`src/hw/rtl/afs_pkg.sv`:
```
// Shared types and constants for the animation frame sequencer.
// Used by afs_ctrl, afs_dp and animation_frame_sequencer; depends on nothing.
`timescale 1ns / 1ps

package afs_pkg;

   // Field widths.
   localparam int unsigned OP_W     = 3;
   localparam int unsigned TIME_W   = 24;
   localparam int unsigned INDEX_W  = 16;
   localparam int unsigned FRAME_W  = 8;
   localparam int unsigned STATUS_W = 2;
   localparam int unsigned REPEAT_W = 16;
   localparam int unsigned COUNT_W  = 9;
   localparam int unsigned ACC_W    = 40;
   localparam int unsigned CSR_IDX_W  = 3;
   localparam int unsigned CSR_DATA_W = 24;

   // The frame field is eight bits, so no more than this many frames exist.
   localparam int unsigned FRAME_LIMIT = 256;

   // Step counter width of the remainder unit: one step per index bit.
   localparam int unsigned MOD_CNT_W = 4;

   // Command codes.
   localparam logic [OP_W-1:0] OP_TICK    = 3'd0;
   localparam logic [OP_W-1:0] OP_PLAY    = 3'd1;
   localparam logic [OP_W-1:0] OP_PAUSE   = 3'd2;
   localparam logic [OP_W-1:0] OP_STOP    = 3'd3;
   localparam logic [OP_W-1:0] OP_SETF    = 3'd4;
   localparam logic [OP_W-1:0] OP_RESTART = 3'd5;

   // Playback status codes.
   localparam logic [STATUS_W-1:0] ST_PLAY  = 2'd0;
   localparam logic [STATUS_W-1:0] ST_PAUSE = 2'd1;
   localparam logic [STATUS_W-1:0] ST_STOP  = 2'd2;

   // Configuration register indexes.
   localparam logic [CSR_IDX_W-1:0] CSR_FRAME_PERIOD = 3'd0;
   localparam logic [CSR_IDX_W-1:0] CSR_LOOP_ENABLE  = 3'd1;
   localparam logic [CSR_IDX_W-1:0] CSR_REPEAT_COUNT = 3'd2;
   localparam logic [CSR_IDX_W-1:0] CSR_FRAME_COUNT  = 3'd3;
   localparam logic [CSR_IDX_W-1:0] CSR_START_STATUS = 3'd4;

   // Commands from the controller to the datapath.
   typedef struct packed {
      logic capture;   // latch the incoming word, clear the remainder unit
      logic acc_add;   // add tick time into the accumulator (saturating)
      logic mod_step;  // one restoring step of index modulo frame count
      logic commit;    // apply the command to the state, present the result
   } cmd_type;

   // Status from the datapath to the controller.
   typedef struct packed {
      logic op_tick;
      logic op_setf;
      logic mod_last;
      logic out_free;
   } sts_type;

endpackage

```
`src/hw/rtl/afs_ctrl.sv`:
```
// Controller state machine of the animation frame sequencer.
// Depends on afs_pkg; drives the command struct of afs_dp.
`timescale 1ns / 1ps

module afs_ctrl (
   input  logic             clock,
   input  logic             reset,
   input  logic             req_valid,
   output logic             req_ready,
   input  afs_pkg::sts_type sts,
   output afs_pkg::cmd_type cmd
);

   localparam logic [1:0] S_IDLE = 2'd0;
   localparam logic [1:0] S_EXEC = 2'd1;
   localparam logic [1:0] S_MOD  = 2'd2;
   localparam logic [1:0] S_DONE = 2'd3;

   logic [1:0] state_ff;
   logic [1:0] state_in;

   assign req_ready = (state_ff == S_IDLE);

   always_comb begin
      state_in = state_ff;
      cmd      = '0;
      unique case (state_ff)
         S_IDLE: begin
            if (req_valid) begin
               cmd.capture = 1'b1;
               state_in    = S_EXEC;
            end
         end
         S_EXEC: begin
            priority if (sts.op_tick) begin
               cmd.acc_add = 1'b1;
               state_in    = S_DONE;
            end else if (sts.op_setf) begin
               state_in = S_MOD;
            end else begin
               state_in = S_DONE;
            end
         end
         S_MOD: begin
            cmd.mod_step = 1'b1;
            if (sts.mod_last) begin
               state_in = S_DONE;
            end
         end
         S_DONE: begin
            // Wait here until the result register has room.
            if (sts.out_free) begin
               cmd.commit = 1'b1;
               state_in   = S_IDLE;
            end
         end
         default: state_in = S_IDLE;
      endcase
   end

   always_ff @(posedge clock) begin
      if (reset) begin
         state_ff <= S_IDLE;
      end else begin
         state_ff <= state_in;
      end
   end

endmodule

```
`src/hw/rtl/afs_dp.sv`:
```
// Datapath of the animation frame sequencer: playback state, accumulator,
// remainder unit and result register. Depends on afs_pkg; driven by afs_ctrl.
`timescale 1ns / 1ps

module afs_dp #(
   parameter int MAX_FRAMES = 256
) (
   input  logic                                   clock,
   input  logic                                   reset,
   input  logic [afs_pkg::OP_W-1:0]               req_op,
   input  logic [afs_pkg::TIME_W-1:0]             req_tick_time,
   input  logic [afs_pkg::INDEX_W-1:0]            req_frame_index,
   input  logic [afs_pkg::TIME_W-1:0]             cfg_frame_period,
   input  logic                                   cfg_loop_enable,
   input  logic [afs_pkg::REPEAT_W-1:0]           cfg_repeat_count,
   input  logic [afs_pkg::COUNT_W-1:0]            cfg_frame_count,
   input  logic [afs_pkg::STATUS_W-1:0]           cfg_start_status,
   input  afs_pkg::cmd_type                       cmd,
   output afs_pkg::sts_type                       sts,
   output logic                                   rsp_valid,
   input  logic                                   rsp_ready,
   output logic [afs_pkg::FRAME_W-1:0]            rsp_frame,
   output logic [afs_pkg::STATUS_W-1:0]           rsp_status,
   output logic                                   rsp_finished
);

   localparam int unsigned CAP =
      (MAX_FRAMES < afs_pkg::FRAME_LIMIT) ? MAX_FRAMES : afs_pkg::FRAME_LIMIT;
   localparam logic [afs_pkg::COUNT_W-1:0] CAP_N = afs_pkg::COUNT_W'(CAP);

   // Latched command word.
   logic [afs_pkg::OP_W-1:0]      op_ff;
   logic [afs_pkg::TIME_W-1:0]    tick_ff;
   logic [afs_pkg::INDEX_W-1:0]   idx_ff,   idx_in;

   // Playback state.
   logic [afs_pkg::ACC_W-1:0]     acc_ff,   acc_in;
   logic [afs_pkg::FRAME_W-1:0]   frame_ff, frame_in;
   logic [afs_pkg::STATUS_W-1:0]  status_ff, status_in;
   logic [afs_pkg::REPEAT_W-1:0]  rep_ff,   rep_in;

   // Remainder unit.
   logic [afs_pkg::FRAME_W-1:0]   rem_ff,   rem_in;
   logic [afs_pkg::MOD_CNT_W-1:0] cnt_ff,   cnt_in;

   // Result register.
   logic                          fin_ff,   fin_in;
   logic                          valid_ff, valid_in;

   logic [afs_pkg::COUNT_W-1:0]   count_n;
   logic [afs_pkg::COUNT_W-1:0]   shifted;
   logic [afs_pkg::COUNT_W-1:0]   frame_inc;
   logic [afs_pkg::ACC_W:0]       acc_sum;
   logic [afs_pkg::ACC_W-1:0]     period_x;
   logic [afs_pkg::REPEAT_W-1:0]  rep_dec;

   // Effective frame count: zero counts as one, clamped to CAP.
   always_comb begin
      priority if (cfg_frame_count == '0) begin
         count_n = afs_pkg::COUNT_W'(1);
      end else if (cfg_frame_count > CAP_N) begin
         count_n = CAP_N;
      end else begin
         count_n = cfg_frame_count;
      end
   end

   assign shifted   = {rem_ff, idx_ff[afs_pkg::INDEX_W-1]};
   assign frame_inc = {1'b0, frame_ff} + afs_pkg::COUNT_W'(1);
   assign acc_sum   = {1'b0, acc_ff} + {{(afs_pkg::ACC_W + 1 - afs_pkg::TIME_W){1'b0}}, tick_ff};
   assign period_x  = {{(afs_pkg::ACC_W - afs_pkg::TIME_W){1'b0}}, cfg_frame_period};
   assign rep_dec   = (rep_ff != '0) ? (rep_ff - afs_pkg::REPEAT_W'(1)) : rep_ff;

   assign sts.op_tick  = (op_ff == afs_pkg::OP_TICK);
   assign sts.op_setf  = (op_ff == afs_pkg::OP_SETF);
   assign sts.mod_last = (cnt_ff == '1);
   assign sts.out_free = !valid_ff || rsp_ready;

   always_comb begin
      idx_in    = idx_ff;
      acc_in    = acc_ff;
      frame_in  = frame_ff;
      status_in = status_ff;
      rep_in    = rep_ff;
      rem_in    = rem_ff;
      cnt_in    = cnt_ff;
      fin_in    = fin_ff;
      valid_in  = valid_ff && !rsp_ready;

      if (cmd.capture) begin
         idx_in = req_frame_index;
         rem_in = '0;
         cnt_in = '0;
      end

      if (cmd.mod_step) begin
         // Remainder stays below the count, so it fits the frame field.
         if (shifted >= count_n) begin
            rem_in = shifted[afs_pkg::FRAME_W-1:0] - count_n[afs_pkg::FRAME_W-1:0];
         end else begin
            rem_in = shifted[afs_pkg::FRAME_W-1:0];
         end
         idx_in = {idx_ff[afs_pkg::INDEX_W-2:0], 1'b0};
         cnt_in = cnt_ff + afs_pkg::MOD_CNT_W'(1);
      end

      if (cmd.acc_add && (status_ff == afs_pkg::ST_PLAY)) begin
         acc_in = acc_sum[afs_pkg::ACC_W] ? '1 : acc_sum[afs_pkg::ACC_W-1:0];
      end

      if (cmd.commit) begin
         valid_in = 1'b1;
         fin_in   = 1'b0;
         unique case (op_ff)
            afs_pkg::OP_TICK: begin
               if ((status_ff == afs_pkg::ST_PLAY) && (acc_ff > period_x)) begin
                  acc_in = acc_ff - period_x;
                  if (frame_inc < count_n) begin
                     frame_in = frame_inc[afs_pkg::FRAME_W-1:0];
                  end else begin
                     frame_in = '0;
                     if (!cfg_loop_enable) begin
                        rep_in = rep_dec;
                        if (rep_dec == '0) begin
                           status_in = afs_pkg::ST_STOP;
                           fin_in    = 1'b1;
                        end
                     end
                  end
               end
            end
            afs_pkg::OP_PLAY:  status_in = afs_pkg::ST_PLAY;
            afs_pkg::OP_PAUSE: status_in = afs_pkg::ST_PAUSE;
            afs_pkg::OP_STOP: begin
               status_in = afs_pkg::ST_STOP;
               frame_in  = '0;
               acc_in    = '0;
            end
            afs_pkg::OP_SETF: begin
               frame_in = rem_ff;
               acc_in   = '0;
            end
            afs_pkg::OP_RESTART: begin
               frame_in  = '0;
               acc_in    = '0;
               rep_in    = cfg_repeat_count;
               status_in = (cfg_start_status > afs_pkg::ST_STOP) ?
                           afs_pkg::ST_STOP : cfg_start_status;
            end
            default: ;
         endcase
      end
   end

   always_ff @(posedge clock) begin
      if (cmd.capture) begin
         op_ff   <= req_op;
         tick_ff <= req_tick_time;
      end
      idx_ff <= idx_in;
      rem_ff <= rem_in;
      cnt_ff <= cnt_in;
   end

   always_ff @(posedge clock) begin
      if (reset) begin
         acc_ff    <= '0;
         frame_ff  <= '0;
         status_ff <= afs_pkg::ST_STOP;
         rep_ff    <= '0;
         fin_ff    <= 1'b0;
         valid_ff  <= 1'b0;
      end else begin
         acc_ff    <= acc_in;
         frame_ff  <= frame_in;
         status_ff <= status_in;
         rep_ff    <= rep_in;
         fin_ff    <= fin_in;
         valid_ff  <= valid_in;
      end
   end

   // Frame and status change only on a commit, which never happens while an
   // untaken result is pending, so they serve directly as result fields.
   assign rsp_valid    = valid_ff;
   assign rsp_frame    = frame_ff;
   assign rsp_status   = status_ff;
   assign rsp_finished = fin_ff;

endmodule

```
`src/hw/rtl/animation_frame_sequencer.sv`:
```
// Top level of the animation frame sequencer: configuration registers,
// controller and datapath. Depends on afs_pkg, afs_ctrl and afs_dp.
`timescale 1ns / 1ps

// The sequencer takes one command word at a time (tick, play, pause, stop,
// set frame, restart) and returns one result word per command carrying the
// current frame, the playback status and a finished flag. Every word is
// latched on accept and then passes an execute state, in which a tick adds
// its time into the saturating 40-bit accumulator while playing, and a done
// state, in which the period compare, frame advance and repeat count update
// are committed. For set frame, the index is reduced modulo the frame count
// before the done state, by a restoring remainder unit that handles
// one of the sixteen index bits per cycle. A new word is accepted as soon as
// the previous one has been committed, even if its result word is still
// waiting to be taken; the new word then holds before its commit until the
// result register is free. Configuration registers are written through the
// csr port and should only change while no command is in flight. The
// MAX_FRAMES parameter caps the effective frame count together with the
// eight-bit frame field.
module animation_frame_sequencer #(
   parameter int MAX_FRAMES = 256
) (
   input  logic                                clock,
   input  logic                                reset,

   input  logic                                req_valid,
   output logic                                req_ready,
   input  logic [afs_pkg::OP_W-1:0]            req_op,
   input  logic [afs_pkg::TIME_W-1:0]          req_tick_time,
   input  logic [afs_pkg::INDEX_W-1:0]         req_frame_index,

   output logic                                rsp_valid,
   input  logic                                rsp_ready,
   output logic [afs_pkg::FRAME_W-1:0]         rsp_frame,
   output logic [afs_pkg::STATUS_W-1:0]        rsp_status,
   output logic                                rsp_finished,

   input  logic                                csr_write_en,
   input  logic [afs_pkg::CSR_IDX_W-1:0]       csr_index,
   input  logic [afs_pkg::CSR_DATA_W-1:0]      csr_wdata
);

   // Configuration registers, with their reset values.
   logic [afs_pkg::TIME_W-1:0]   frame_period_ff;
   logic                         loop_enable_ff;
   logic [afs_pkg::REPEAT_W-1:0] repeat_count_ff;
   logic [afs_pkg::COUNT_W-1:0]  frame_count_ff;
   logic [afs_pkg::STATUS_W-1:0] start_status_ff;

   afs_pkg::cmd_type cmd;
   afs_pkg::sts_type sts;

   // Each write takes the low bits of the data word that the register needs.
   // Indexes past the last register are ignored.
   always_ff @(posedge clock) begin
      if (reset) begin
         frame_period_ff <= afs_pkg::TIME_W'(100000);
         loop_enable_ff  <= 1'b1;
         repeat_count_ff <= afs_pkg::REPEAT_W'(1);
         frame_count_ff  <= afs_pkg::COUNT_W'(1);
         start_status_ff <= afs_pkg::ST_STOP;
      end else if (csr_write_en) begin
         unique case (csr_index)
            afs_pkg::CSR_FRAME_PERIOD: frame_period_ff <= csr_wdata;
            afs_pkg::CSR_LOOP_ENABLE:  loop_enable_ff  <= csr_wdata[0];
            afs_pkg::CSR_REPEAT_COUNT:
               repeat_count_ff <= csr_wdata[afs_pkg::REPEAT_W-1:0];
            afs_pkg::CSR_FRAME_COUNT:
               frame_count_ff <= csr_wdata[afs_pkg::COUNT_W-1:0];
            afs_pkg::CSR_START_STATUS:
               start_status_ff <= csr_wdata[afs_pkg::STATUS_W-1:0];
            default: ;
         endcase
      end
   end

   // The controller sequences each word; the datapath holds the playback state.
   afs_ctrl u_ctrl (
      .clock     (clock),
      .reset     (reset),
      .req_valid (req_valid),
      .req_ready (req_ready),
      .sts       (sts),
      .cmd       (cmd)
   );

   afs_dp #(
      .MAX_FRAMES (MAX_FRAMES)
   ) u_dp (
      .clock            (clock),
      .reset            (reset),
      .req_op           (req_op),
      .req_tick_time    (req_tick_time),
      .req_frame_index  (req_frame_index),
      .cfg_frame_period (frame_period_ff),
      .cfg_loop_enable  (loop_enable_ff),
      .cfg_repeat_count (repeat_count_ff),
      .cfg_frame_count  (frame_count_ff),
      .cfg_start_status (start_status_ff),
      .cmd              (cmd),
      .sts              (sts),
      .rsp_valid        (rsp_valid),
      .rsp_ready        (rsp_ready),
      .rsp_frame        (rsp_frame),
      .rsp_status       (rsp_status),
      .rsp_finished     (rsp_finished)
   );

   // A finished flag always comes with the stopped status.
   assert property (@(posedge clock) disable iff (reset)
      rsp_valid && rsp_finished |-> rsp_status == afs_pkg::ST_STOP)
      else $error("finished reported without stopped status");

   // The sequencer works on one word at a time.
   assert property (@(posedge clock) disable iff (reset)
      req_valid && req_ready |=> !req_ready)
      else $error("second word accepted while one is in flight");

   // The status never takes the unused code: stopped is the highest one.
   assert property (@(posedge clock) disable iff (reset)
      rsp_status <= afs_pkg::ST_STOP)
      else $error("status holds an unused code");

endmodule
```
`config.mk`:
```
export PLATFORM = sky130hd
export DESIGN_NAME = animation_frame_sequencer
export DESIGN_NICKNAME = d
export VERILOG_FILES = /design/src/hw/rtl/afs_pkg.sv /design/src/hw/rtl/afs_ctrl.sv /design/src/hw/rtl/afs_dp.sv /design/src/hw/rtl/animation_frame_sequencer.sv
export SDC_FILE = /design/constraint.sdc
export NUM_CORES = 1
export LEC_CHECK = 0
export BUFFER_PORTS_ARGS = -buffer_cell sky130_fd_sc_hd__buf_4
export CELL_PAD_IN_SITES_DETAIL_PLACEMENT = 1
export CELL_PAD_IN_SITES_GLOBAL_PLACEMENT = 1
export CORE_MARGIN = 10
export CORE_UTILIZATION = 40
export DETAILED_ROUTE_END_ITERATION = 8
export PLACE_DENSITY_LB_ADDON = 0.15
export SLEW_MARGIN = 30
export SYNTH_ARGS = -nofsm -noshare
export SYNTH_HDL_FRONTEND = slang
export SYNTH_SLANG_ARGS = --single-unit
```
`constraint.sdc`:
```
create_clock -name clock -period 3.6 [get_ports clock]
set_input_delay 0.54 -clock clock [delete_from_list [all_inputs] [get_ports clock]]
set_output_delay 0.54 -clock clock [all_outputs]
set_load 0.005 [all_outputs]
```
==> results.md <==
- Crit Reg-Reg Startpoint: u_dp.acc_ff[26]
- Max-cap viol count: 0
- Fillers: 3437
- Leakage: 5.34 nW
- Slew Viols, Final: 0
- Die Y: between 150 and 200 um
- DR pass1 iterations: 5
- Final setup violating endpoints: 0
- Initial antenna violation count: 0
- Most used DFF post-synth: dfxtp_1
- Post-Route WL: ~37000 um
- Worst Skew: 14.0 ps
- Worst-Margin Slew: 916 ps
- Register Area: 4080 um2
- Worst VDD drop: slightly below 0.0004 V
- # rows: 61
- Most frequent cells in the layout: nand2_1, a21oi_1, buf_4
- Area of the multi-input gates: 6860 um2
- Nets: 1635
- Antenna-violating nets left: 0
- Path type of the worst min-delay path: input port to flop
- Clk_lat worst skew: between 400 and 500 ps
- CTS tree: built
- I/O Buffers: 87
- Total power: 6.21 mW
- Crit path arrival time: 3840 ps
- First-pass GRT wire length: 60400 um
- Drt wl/cell: 19.9 um
- Final core utilization: 47.5%
- RSZ-0062 raised after global routing: true
- Vias in the first global route: 10900
- Mapped Cells: 1396
- Critical Path RT: 3980 ps
- Die area: 35500 um2
- Overflow after GRT: 0
- Synth area leader: dfxtp_1
- Clk sink count: about 180
- Pin count of the biggest net entering global routing: 55
- Area growth, synth to finish: 16.7%
- PD cells: between 400 and 500 nW/um2
- Sum Neg Setup Slack: 0 ps
- Worst Setup Slack, final: 137 ps
- Post-synth EDFFs: 54
- Max Freq: slightly below 300 MHz
- Worst rel slew slack: 38.5%
- GPL Wtd Cong: 0.913
- Inserted Diodes: 0
- Via density: around 5.7
- Ys Warns: 0
- Iteration-0 DRC Markers: 775
- Critical path capture point type: flop
- Worst setup SP type: flop
- DP Worst Slack: about 17 ps
- Unique cell type count in the Yosys netlist: 74
- Seq cells post-synth: 177
- Min Tclk post-route: 3460 ps
- CTS max path bufs: 2
- Post-route DRC violation count: 0
- Initial core utilization: 40.7%
- Crit path launch: u_dp.acc_ff[26]
- Share of cells above drive strength 1: approximately an eighth
- Post-Syn Nets: 1547
- Htree depth: 4
- Synth area leaders: dfxtp_1, edfxtp_1, ha_1, nand2_1, a21oi_1
- Final Hold Vio Count: 0
- Post-synthesis area per instance: a little over 8 um2
- GRT Total Usage: 20.8%
- Seq/Total Area, Yosys: 36.0%
- Ports: just under 90
- Clk pin slew, worst setup/hold paths: 80 ps
- HPWL Detailed: 28300 um
- Top-area cell type share of the netlist area: 21.7%
- Most common cell after layout, fill and taps aside: nand2_1
- Vias: ~11000
- Hold Crit Start: req_tick_time[19]
- Fin crit share: just under 100%
- Cts bufs inserted: 17
- Synth async-reset ratio: 0%
- Die Width: around 190 um
- Crit Path Category: flop to flop
- Area of the core: 27900 um2
- Root buf cell: clkbuf_16
- Outcome: finished, final reports clean
- Cell area after synthesis: 11400 um2
- Worst Path Max Fanout: 11
==> repair_timing <==
action / 4_1_cts / 5_1_grt
hold buffers: 0 / 0
gates cloned: 0 / 0
endpoints found under the setup margin: 1 / 48
resized for setup: 1 / 7
pin swaps: 0 / 3
buffers inserted: 0 / 3
==> path summary, 6_finish.rpt <==
check | endpoint | slack (ps) | cells after the start
worst max-delay path | u_dp.acc_ff[37] | 140 | 9
worst max register to register | u_dp.acc_ff[37] | 140 | 9
worst min-delay path | u_dp.tick_ff[19] | 260 | 1
worst min register to register | u_dp.rep_ff[0] | 460 | 2
==> per-stage QoR <==
step | instances | area, um2 | hold WS [ps]
2_1_floorplan | 1396 | 11400 | 432
3_3_place_gp | 1840 | 12600 | 440
3_5_place_dp | 1840 | 12600 | 445
4_1_cts | 1872 | 13200 | 242
5_1_grt | 1875 | 13300 | 244
6_report | 1875 | 13300 | 263
==> cell families (layout without fill, tap and decap cells) <==
logic type / Yosys count / in the layout / synth area share [%]
xor+xnor: 64 / 64 / 4.94
flops: 177 / 177 / 36.0
simple gates: 520 / 520 / 21.1
buf+inv: 120 / 221 / 4.09
fa+ha+maj: 76 / 76 / 8.57
mux: 20 / 20 / 1.78
compound gates: 419 / 419 / 23.5
==> layer usage <==
layer	wire, um	share of wire, %	track usage [%]
met5	0	0	0
met3	1270	3.4	2.97
met2	17500	47	33.3
met1	18000	48	28.7
met4	574	1.5	5.40
==> cell type report <==
type	count	area share (%)
Clock inverter	13	1.26
Multi-Input combinational cell	1099	51.7
Inverter	55	1.56
Clock buffer	19	3.34
Sequential cell	177	30.8
Timing Repair Buffer	134	7.74
Tap cell	378	3.57
==> where the power goes <==
group / switching [mW] / leakage [nW] / total (mW) / internal [mW]
combinational: 0.986 / 3.52 / 1.64 / 0.650
clock: 0.913 / 0.300 / 1.99 / 1.07
sequential: 0.165 / 1.52 / 2.59 / 2.43
total: 2.06 / 5.34 / 6.21 / 4.15
==> worst max-delay path, cell delays in order, from the launching register on <==
cell and delay [ps]:
dfxtp_1 370, or4_4 590, or4_4 540, or3_1 410, or2_1 280, o21ai_2 230, o32ai_4 160, nand2b_4 290
o32a_1 370, o211ai_1 150
==> registers in the layout (all words and copies together), names as in the netlist <==
name               flops
frame_count_ff         9
frame_period_ff       24
loop_enable_ff         1
repeat_count_ff       16
start_status_ff        2
u_ctrl.state_ff        2
u_dp.acc_ff           40
u_dp.cnt_ff            4
u_dp.idx_ff           16
u_dp.op_ff             3
u_dp.rem_ff            8
u_dp.rep_ff           16
u_dp.rsp_finished      1
u_dp.rsp_frame         8
u_dp.rsp_status        2
u_dp.rsp_valid         1
u_dp.tick_ff          24
==> Yosys cell counts (all sizes together), types with 32 or more instances <==
master / number
edfxtp: 54
xor2: 32
nand2: 215
nand3: 44
dfxtp: 123
clkbuf: 56
inv: 54
nor2: 115
a21oi: 135
o21ai: 83
ha: 73
xnor2: 32
(Power assumes the default switching activity.)
